### src/hw/rtl/aprq_pkg.sv
`timescale 1ns / 1ps

package aprq_pkg;

  // Queue geometry
  localparam int DEPTH  = 1024;
  localparam int IDX_W  = (DEPTH > 1) ? $clog2(DEPTH) : 1;
  localparam int CNT_W  = $clog2(DEPTH + 1);
  localparam int SUM_W  = CNT_W + 1;

  // Field widths
  localparam int HANDLE_W = 32;
  localparam int OCC_W    = 11;
  localparam int ENTRY_W  = HANDLE_W + 1;

  // Command codes
  localparam logic CMD_SEND = 1'b0;
  localparam logic CMD_RECV = 1'b1;

  // Message kinds
  localparam logic KIND_NORMAL = 1'b0;
  localparam logic KIND_ALARM  = 1'b1;

  // Status codes
  localparam logic [1:0] ST_OK      = 2'd0;
  localparam logic [1:0] ST_REFUSED = 2'd1;
  localparam logic [1:0] ST_EMPTY   = 2'd2;

  typedef struct packed {
    logic                command;
    logic [HANDLE_W-1:0] msg_handle;
    logic                msg_kind;
  } cmd_t;

  typedef struct packed {
    logic [1:0]          status;
    logic [HANDLE_W-1:0] out_handle;
    logic                out_kind;
    logic [OCC_W-1:0]    occupancy;
    logic                alarm_count;
  } rsp_t;

  // Port of the entry store as driven by the controller
  typedef struct packed {
    logic               we;
    logic [IDX_W-1:0]   addr;
    logic [ENTRY_W-1:0] wdata;
  } mem_req_t;

endpackage

### src/hw/rtl/aprq_ctrl.sv
`timescale 1ns / 1ps

// Pointer, count and alarm bookkeeping; drives the entry store.
module aprq_ctrl (
  input  logic                              clk,
  input  logic                              rst,
  input  logic                              start,
  output logic                              busy,
  input  aprq_pkg::cmd_t                    cmd,
  output logic                              done,
  output aprq_pkg::rsp_t                    result,
  output aprq_pkg::mem_req_t                mem_req,
  input  logic [aprq_pkg::ENTRY_W-1:0]      mem_rdata
);

  localparam logic S_IDLE = 1'b0;
  localparam logic S_READ = 1'b1;

  localparam logic [aprq_pkg::IDX_W-1:0] LAST_IDX =
    aprq_pkg::IDX_W'(aprq_pkg::DEPTH - 1);
  localparam logic [aprq_pkg::CNT_W-1:0] FULL_CNT =
    aprq_pkg::CNT_W'(aprq_pkg::DEPTH);
  localparam logic [aprq_pkg::SUM_W-1:0] DEPTH_SUM =
    aprq_pkg::SUM_W'(aprq_pkg::DEPTH);

  logic                          state;
  logic [aprq_pkg::IDX_W-1:0]    head;
  logic [aprq_pkg::CNT_W-1:0]    count;
  logic                          alarm;

  logic                          state_next;
  logic [aprq_pkg::IDX_W-1:0]    head_next;
  logic [aprq_pkg::CNT_W-1:0]    count_next;
  logic                          alarm_next;
  logic                          done_next;
  aprq_pkg::rsp_t                result_next;

  logic                          accept;
  logic                          full;
  logic                          empty;
  logic [aprq_pkg::IDX_W-1:0]    head_dec;
  logic [aprq_pkg::IDX_W-1:0]    head_inc;
  logic [aprq_pkg::SUM_W-1:0]    tail_sum;
  logic [aprq_pkg::IDX_W-1:0]    tail;

  assign busy   = (state == S_READ);
  assign accept = start && !busy;
  assign full   = (count == FULL_CNT);
  assign empty  = (count == '0);

  assign head_dec = (head == '0) ? LAST_IDX : head - 1'b1;
  assign head_inc = (head == LAST_IDX) ? '0 : head + 1'b1;
  // head + count stays below twice the depth: one compare and subtract
  assign tail_sum = aprq_pkg::SUM_W'(head) + aprq_pkg::SUM_W'(count);
  assign tail     = (tail_sum >= DEPTH_SUM) ?
                    aprq_pkg::IDX_W'(tail_sum - DEPTH_SUM) :
                    aprq_pkg::IDX_W'(tail_sum);

  always_comb begin
    state_next  = state;
    head_next   = head;
    count_next  = count;
    alarm_next  = alarm;
    done_next   = 1'b0;
    result_next = result;

    mem_req.we    = 1'b0;
    mem_req.addr  = head;
    mem_req.wdata = {cmd.msg_kind, cmd.msg_handle};

    case (state)
      S_IDLE: begin
        if (accept) begin
          result_next.out_handle = '0;
          result_next.out_kind   = aprq_pkg::KIND_NORMAL;
          result_next.status     = aprq_pkg::ST_OK;
          if (cmd.command == aprq_pkg::CMD_SEND) begin
            done_next = 1'b1;
            if (full) begin
              result_next.status = aprq_pkg::ST_REFUSED;
            end else if (cmd.msg_kind == aprq_pkg::KIND_ALARM) begin
              if (alarm) begin
                result_next.status = aprq_pkg::ST_REFUSED;
              end else begin
                mem_req.we    = 1'b1;
                mem_req.addr  = head_dec;
                mem_req.wdata = {aprq_pkg::KIND_ALARM, cmd.msg_handle};
                head_next     = head_dec;
                count_next    = count + 1'b1;
                alarm_next    = 1'b1;
              end
            end else begin
              mem_req.we    = 1'b1;
              mem_req.addr  = tail;
              mem_req.wdata = {aprq_pkg::KIND_NORMAL, cmd.msg_handle};
              count_next    = count + 1'b1;
            end
          end else begin
            if (empty) begin
              done_next          = 1'b1;
              result_next.status = aprq_pkg::ST_EMPTY;
            end else begin
              // read issued at head; finish when data returns
              head_next  = head_inc;
              count_next = count - 1'b1;
              state_next = S_READ;
            end
          end
          result_next.occupancy   = aprq_pkg::OCC_W'(count_next);
          result_next.alarm_count = alarm_next;
        end
      end
      S_READ: begin
        done_next              = 1'b1;
        result_next.status     = aprq_pkg::ST_OK;
        result_next.out_handle = mem_rdata[aprq_pkg::HANDLE_W-1:0];
        result_next.out_kind   = mem_rdata[aprq_pkg::ENTRY_W-1];
        if (mem_rdata[aprq_pkg::ENTRY_W-1] == aprq_pkg::KIND_ALARM) begin
          alarm_next = 1'b0;
        end
        result_next.occupancy   = aprq_pkg::OCC_W'(count);
        result_next.alarm_count = alarm_next;
        state_next              = S_IDLE;
      end
      default: begin
        state_next = S_IDLE;
      end
    endcase
  end

  always_ff @(posedge clk) begin
    if (rst) begin
      state <= S_IDLE;
      head  <= '0;
      count <= '0;
      alarm <= 1'b0;
      done  <= 1'b0;
    end else begin
      state <= state_next;
      head  <= head_next;
      count <= count_next;
      alarm <= alarm_next;
      done  <= done_next;
    end
  end

  always_ff @(posedge clk) begin
    result <= result_next;
  end

endmodule
### config.mk
export PLATFORM = sky130hd
export DESIGN_NAME = aprq_ctrl
export DESIGN_NICKNAME = d
export VERILOG_FILES = /design/src/hw/rtl/aprq_pkg.sv /design/src/hw/rtl/aprq_ctrl.sv
export SDC_FILE = /design/constraint.sdc
export NUM_CORES = 1
export LEC_CHECK = 0
export ABC_AREA = 1
export BUFFER_PORTS_ARGS = -buffer_cell sky130_fd_sc_hd__clkbuf_2
export CAP_MARGIN = 20
export CELL_PAD_IN_SITES_DETAIL_PLACEMENT = 0
export CELL_PAD_IN_SITES_GLOBAL_PLACEMENT = 2
export CORE_ASPECT_RATIO = 1.4
export CORE_MARGIN = 4
export CORE_UTILIZATION = 28
export DETAILED_ROUTE_END_ITERATION = 7
export PLACE_DENSITY_LB_ADDON = 0.1
export SLEW_MARGIN = 20
export SYNTH_ARGS = -nofsm -noshare
export SYNTH_HDL_FRONTEND = slang
export SYNTH_SLANG_ARGS = --single-unit
### constraint.sdc
create_clock -name clk -period 2.5 [get_ports clk]
set_input_delay 0.375 -clock clk [delete_from_list [all_inputs] [get_ports clk]]
set_output_delay 0.375 -clock clk [all_outputs]
set_load 0.02 [all_outputs]
; ---- After elaboration in Yosys (flattened, before gate mapping)
; Cells that the tools add are included.
[totals]
inputBits = 70
register_bits = 71
[op_classes]
addsub = 6
n_eq_ne = 6
n_mux = 40
order_cmp = 1
reduce_logical = 7
bitwise = 1
[op_table]
columns = operator, count
row1 = two-way mux 44 bit, 6
row2 = case mux 47 bit (2 select lines), 1
row3 = two-way mux 10 bit, 8
row4 = two-way mux 11 bit, 5
row5 = two-way mux 47 bit, 1
row6 = "subtractor 10 x 1 -> 10 bit, second input constant", 2
row7 = two-way mux 1 bit, 14
row8 = adder 10 x 11 -> 12 bit, 1
row9 = ">= comparator 12 x 11 -> 1 bit, second input constant", 1
row10 = "adder 11 x 1 -> 11 bit, second input constant", 1
row11 = "== test 11 bit, second input constant", 1
row12 = zero test 11 bit, 1
row13 = "subtractor 11 x 1 -> 11 bit, second input constant", 1
row14 = "adder 10 x 1 -> 10 bit, second input constant", 1
row15 = "== test 10 bit, second input constant", 1
row16 = zero test 10 bit, 1
row17 = "inequality test 2 bit, second input constant", 4
row18 = case mux 1 bit (2 select lines), 3
row19 = AND reduction 6 bit, 1
row20 = two-way mux 2 bit, 2
row21 = AND reduction 2 bit, 1
row22 = nonzero test 2 bit, 1
row23 = logical AND 1 bit, 1
row24 = zero test 1 bit, 1
row25 = NOT 1 bit, 1

; ---- Longest topological paths before layout
; Gate-level depths: netlist of run 1.
[logic_depth]
depth_word = 8
mapped_depth = 13
mapped_depth_nobuf = 13

; ---- Least setup slack after synthesis of run 1
; OpenSTA, ideal clock, no wires.
[synth_timing]
path_type = register -> output
startpoint = register count[1] (netlist name)
endpoint = output port mem_req[34] (netlist name)
arrival_time_ns = 1.834
path_slack_ns = 0.291
path_stages_with_launch = 9
required_ns = 2.125
cell_sequence = dfxtp_1 -> inv_1 -> ha_1 -> nand2_1 -> nor2_2 -> nand3_4 -> nand3_2 -> nor2_2 -> o21ai_0
[synth_rtl]
columns = element, line_no
row1 = from (decl), aprq_ctrl.sv:28  ; logic [aprq_pkg::CNT_W-1:0] count;
row2 = from (signal assigned), aprq_ctrl.sv:141  ; count <= count_next;
row3 = to (decl), aprq_ctrl.sv:12  ; output aprq_pkg::mem_req_t mem_req,

==> results of run 1 <==
routing by layer:
metal	wire [um]	track usage [%]
met5	0	0
met4	534	7.64
met3	804	2.76
met2	8540	29.9
met1	6390	17.8
final cells by class:
type	instances	area [um^2]
Fill cell	1914	11100
Multi-Input combinational cell	468	2560
Sequential cell	71	1910
Timing Repair Buffer	142	883
Inverter	100	383
Tap cell	236	295
Clock buffer	11	233
Clock inverter	5	81.3
registers in the layout, summed over array words and instances, names as in the netlist:
signal / flops
result: 47
done: 1
count: 11
alarm: 1
busy: 1
head: 10
kinds of logic (layout without fill, tap and decap cells):
| logic type | Yosys count | count (layout) |
|---|---|---|
| flops | 71 | 71 |
| buf+inv | 160 | 258 |
| xor+xnor | 15 | 15 |
| fa+ha+maj | 14 | 14 |
| simple gates | 359 | 359 |
| compound gates | 80 | 80 |
worst paths after layout:
| path | to | slack, ns | cells past startpoint |
|---|---|---|---|
| setup / recovery | mem_req[41] | 0.01 | 14 |
| hold / removal | result[32]$_SDFFCE_PN0P_ | 0.29 | 3 |
| setup reg to reg | head[3]$_SDFFE_PP0P_ | 0.31 | 13 |
| hold reg to reg | head[4]$_SDFFE_PP0P_ | 0.50 | 2 |
critical path, stage by stage, from the launching register on:
cell	delay, ns
dfxtp_4	0.38
ha_4	0.14
inv_2	0.04
fa_2	0.37
inv_2	0.07
nand3_2	0.08
nand2_4	0.10
nand3_2	0.07
nand2_1	0.06
nand2_1	0.05
nand3_1	0.06
nand3_1	0.08
o21ai_1	0.08
inv_1	0.07
buf_6	0.13
placed cells by master (no fill, tap or decap), types with 6 or more instances in the layout:
| cell | instances |
|---|---|
| nand2_1 | 210 |
| clkbuf_2 | 89 |
| inv_1 | 88 |
| nand3_1 | 53 |
| edfxtp_1 | 47 |
| buf_4 | 44 |
| nor2_1 | 38 |
| o21ai_0 | 31 |
| a21oi_1 | 20 |
| nand4_1 | 15 |
| xor2_1 | 14 |
| dfxtp_1 | 12 |
| nand2_2 | 11 |
| inv_2 | 10 |
| o21ai_1 | 10 |
| clkbuf_16 | 9 |
| dfxtp_2 | 9 |
| nor3_1 | 8 |
| ha_4 | 7 |
| nand3_2 | 6 |
| a21oi_2 | 6 |
power by group:
group          switching (mW)  leakage [nW]  internal [mW]  total [mW]
Clock                   0.523         0.152          0.877        1.40
Combinational           0.799          2.41          0.452        1.25
Sequential             0.0704         0.691           1.37        1.44
Total                    1.39          3.25           2.70        4.10
per-stage QoR:
| stage | power (mW) | cells |
|---|---|---|
| 4_1_cts | 4.09 | 1028 |
| 5_1_grt | 4.35 | 1033 |
| 3_3_place_gp | 2.62 | 1010 |
| 2_1_floorplan | 2.30 | 699 |
| 3_5_place_dp | 2.62 | 1010 |
| 6_report | 4.10 | 1033 |
what timing repair did:
action,CTS,global route
gates resized for setup,45,45
setup buffers,2,5
pin swaps,2,8
setup endpoints to repair,10,10
cloned,0,0
==> impl_metrics.ini, run 1 <==
[critical_path]
crit_required_ns = 2.12
end_kind = primary output
startpoint = head[0]$_SDFFE_PP0P_
cp_data_arrival_time_ns = 2.11
cp-start-kind = flip-flop
r2r-start = count[0]$_SDFFE_PP0P_
path_class = flip-flop to primary output
cp_max_fo = 6

[routing]
drt_pass1_iterations = 4
drt_wl_total_um = 16300
drt_iter0_drc = 198
via_count = 4749
drc = 0
wl_per_cell_um = 15.7
antenna_left = 0
viasPerCell = 4.60

[timing]
worst_slack_ns = 0.0144
worstMarginPinSlew_ns = 0.467
fin_setup_tns_ns = 0
fmax_mhz = 402
rsz0062_at_grt = true
setup-violations-final = 0
finalHoldViolations = 0
hold_slack_ns = 0.292
period_share_pct = 99.4
clock_skew_ns = 0.00961
slew-limit-headroom_pct = 68.7
fin_crit_ns = 2.49
slew_violations = 0

[yosys]
synthesis.nets = 783
synth.avg_cell_area_um2 = 7.17
synth_seq_cells = 71
yosysTopAreaCell = edfxtp_1
yosys.area_share.adder_pct = 3.64
synth_compound_area_share_pct = 8.79
ys_warn_count = 0
synth_cell_type_count = 37
synth_most_common_cell = nand2_1
yosys-top-cells-area = edfxtp_1, nand2_1, dfxtp_1
synth_xor_area_share_pct = 2.62
synth_top_family_by_area = simple AND/OR/NAND/NOR gates
synthSimpleGateAreaFrac_pct = 31.9
ys_seq_area_share_pct = 37.7
syn_inst = 699
synth_top_cells_by_count = nand2_1, inv_1, nand3_1
synthMuxAreaShare_pct = 0
synth_edf_count = 47
netlist.area_leader.share_pct = 28.2
synthArstFlopShare_pct = 0
netlist_area_um2 = 5010
synthFlopType = edfxtp_1

[placement]
pre_cts_ws_ns = 0.113
dp_hpwl_um = 12300
dpl_cell_area_um2 = 5700
place.gp.congestion = 0.809
portBuffers = 98

[run]
max-cap-violations = 0

[floorplanning]
initial_utilization_pct = 28.7
core_um2 = 17500
dieArea_um2 = 20100
die_x_um = 121
ios = 163
die-height_um = 166
row_count = 57

[clocking]
cts-root-buf = clkbuf_16
insertion_delay_ns = 0.34
cts_hold_buf = 0
cts_buffers = 9
cts_sinks = 71
cts_max_level = 3
cts_buffer_depth = 2
cts_tree = yes
clk_pin_slew_ns = 0.06

[grt]
overflow = 0
grt_pass1_vias = 4764
grt_first_pass_wirelength_um = 25300
antenna_found_initial = 0
grt_max_degree = 49
grt_util_all_layers_pct = 16.3

[power_and_ir_drop]
ir_drop_mv = 0.213
pwr_density_cell_nw_per_um2 = 645
power.leakage_nw = 3.25

[finish]
synthToLayoutAreaGrowth_pct = 26.7
final_nets = 876
final_util_pct = 36.4
layout-drive-gt1-share_pct = 29.5
antennaDiodeCount = 0
postLayoutCellArea_um2 = 6350

[hold_path]
worstHoldStart = mem_rdata[19]
hold_class = primary input to flip-flop

[outcome]
status = complete, no violations
No activity file was read; power rests on OpenSTA's default activity.
==> run 2: changes to the inputs <==
- CORE_MARGIN: 4 -> default
- TNS_END_PERCENT: default -> 100
==> run 2 against run 1 <==
Compared with the run above:
- sequential cell count is the same
- cell area shrank 1.2%
- power shrank 4.9%
- clock power shrank 14%
- sequential power is essentially flat
- worst setup slack gained 0.028 ns
- highest routed layer unchanged
- non-clock buffer count shrank 5
- critical path depth shrank 6
- global-route usage grew 2.3 points
- critical endpoint is now mem_req[42]
- wire length grew 1.5%
- fmax grew 1.1%
==> impl_metrics.ini, run 2 (same netlist as run 1, synthesis figures left out) <==
[finish]
layout-drive-gt1-share_pct = 29.7
final_nets = 871
instances_no_fill = 1028
postLayoutCellArea_um2 = 6280
largest_register_ffs = 47
layout_commonest_cell = nand2_1
antennaDiodeCount = 0
reg_top3 = result: 47 flops, count: 11 flops, head: 10 flops
top_register = result
final_util_pct = 36.1
final_cell_mix = nand2_1, clkbuf_2, inv_1
synthToLayoutAreaGrowth_pct = 25.2

[routing]
wl_met3_um = 663
route.met2.wl_um = 8840
drt_pass1_iterations = 4
via_count = 4773
drt_wl_total_um = 16500
wl_per_cell_um = 16.1
drc = 0
viasPerCell = 4.64
drt_iter0_drc = 180
highest_layer = met4
antenna_left = 0
met1_length_um = 6530

[power_and_ir_drop]
pwr_density_cell_nw_per_um2 = 621
ir_drop_mv = 0.247
power.leakage_nw = 3.21

[critical_path]
cp_data_arrival_time_ns = 2.08
end_kind = primary output
r2r-start = count[0]$_SDFFE_PP0P_
crit_required_ns = 2.12
cp_cell_sequence = ha_1 > nand2_1 > nor2_2 > nand3_2 > nand4_1 > nand3_1 > a21boi_2 > clkbuf_8
r2r-end = head[9]$_SDFFE_PP0P_
startpoint = head[8]$_SDFFE_PP0P_
ff2ff_path_depth = 13
reg2reg_slack_ns = 0.40
crit_end = mem_req[42]
cp_max_fo = 4
path_class = flip-flop to primary output
crit_slowest_cell = dfxtp_1
slowest_delay_ns = 0.37
cp-start-kind = flip-flop

[clocking]
cts-root-buf = clkbuf_16
cts_max_level = 3
cts_hold_buf = 0
clk_pin_slew_ns = 0.06
cts_tree = yes
cts_buffer_depth = 2
cts_sinks = 71
insertion_delay_ns = 0.35
cts_buffers = 9

[floorplanning]
die_x_um = 115
core_um2 = 17400
ios = 163
die-height_um = 160
initial_utilization_pct = 28.8
dieArea_um2 = 18400
row_count = 57

[timing]
fin_crit_ns = 2.46
fmax_mhz = 407
rsz0062_at_grt = true
period_share_pct = 98.3
slew_violations = 0
finalHoldViolations = 0
slew-limit-headroom_pct = 67.3
setup-violations-final = 0
clock_skew_ns = 0.0118
worstMarginPinSlew_ns = 0.489

[grt]
overflow = 0
grt_pass1_vias = 4732
grt_util_all_layers_pct = 18.5
grt_first_pass_wirelength_um = 25400
antenna_found_initial = 0
grt_max_degree = 43

[placement]
dp_hpwl_um = 12300
place.gp.congestion = 0.925
placedCellCount = 1002
dpl_cell_area_um2 = 5640
portBuffers = 98

[hold_path]
hold_class = primary input to flip-flop

[outcome]
status = complete, no violations

[run]
max-cap-violations = 0
[run 2: per-layer routing]
metal  up-vias  GRT usage, %
met5         -             0
met4         0          8.85
met3        31          3.21
met2       161          34.7
met1      2196          19.6
li1       2385             -
[run 2: how the worst min path moves through the flow]
stage,start,end,slack [ns],depth (start not counted)
final,mem_rdata[10],result[23]$_SDFFCE_PN0P_,0.29,3
after global routing,mem_rdata[0],result[13]$_SDFFCE_PN0P_,0.28,3
after CTS,mem_rdata[15],result[28]$_SDFFCE_PN0P_,0.27,3
after detailed placement,head[4]$_SDFFE_PP0P_,head[4]$_SDFFE_PP0P_,0.55,2
after global placement,head[4]$_SDFFE_PP0P_,head[4]$_SDFFE_PP0P_,0.55,2
after floorplan,head[6]$_SDFFE_PP0P_,head[6]$_SDFFE_PP0P_,0.49,2
[run 2: what timing repair did]
item	4_1_cts	5_1_grt
buffers inserted	7	3
pin swaps	7	9
setup endpoints to repair	10	10
resized for setup	49	31
[run 2: critical path, delay by kind of cell (launching register included)]
| family | cells | cell delay, ns |
|---|---|---|
| simple gates | 5 | 0.66 |
| compound gates | 1 | 0.19 |
| flops | 1 | 0.37 |
| buf+inv | 1 | 0.17 |
| fa+ha+maj | 1 | 0.34 |
[run 2: through the flow]
step | power [mW] | worst slack [ns] | hold WS (ns) | setup TNS [ns]
5_1_grt | 4.12 | -0.0913 | 0.280 | -0.356
6_report | 3.89 | 0.0425 | 0.289 | 0
2_1_floorplan | 2.30 | 0.291 | 0.492 | 0
4_1_cts | 3.92 | 0.0109 | 0.272 | 0
3_5_place_dp | 2.60 | 0.131 | 0.552 | 0
3_3_place_gp | 2.61 | 0.144 | 0.553 | 0
[run 2: area by class of cell]
| class | instances | area (um^2) |
|---|---|---|
| Fill cell | 1941 | 11100 |
| Tap cell | 236 | 295 |
| Inverter | 100 | 378 |
| Timing Repair Buffer | 137 | 848 |
| Clock inverter | 7 | 47.5 |
| Multi-Input combinational cell | 468 | 2570 |
| Sequential cell | 71 | 1910 |
| Clock buffer | 9 | 225 |
[run 2: power by group]
part	switching [mW]	leakage, nW	internal (mW)
Clock	0.539	0.133	0.671
Combinational	0.794	2.39	0.440
Sequential	0.0767	0.691	1.37
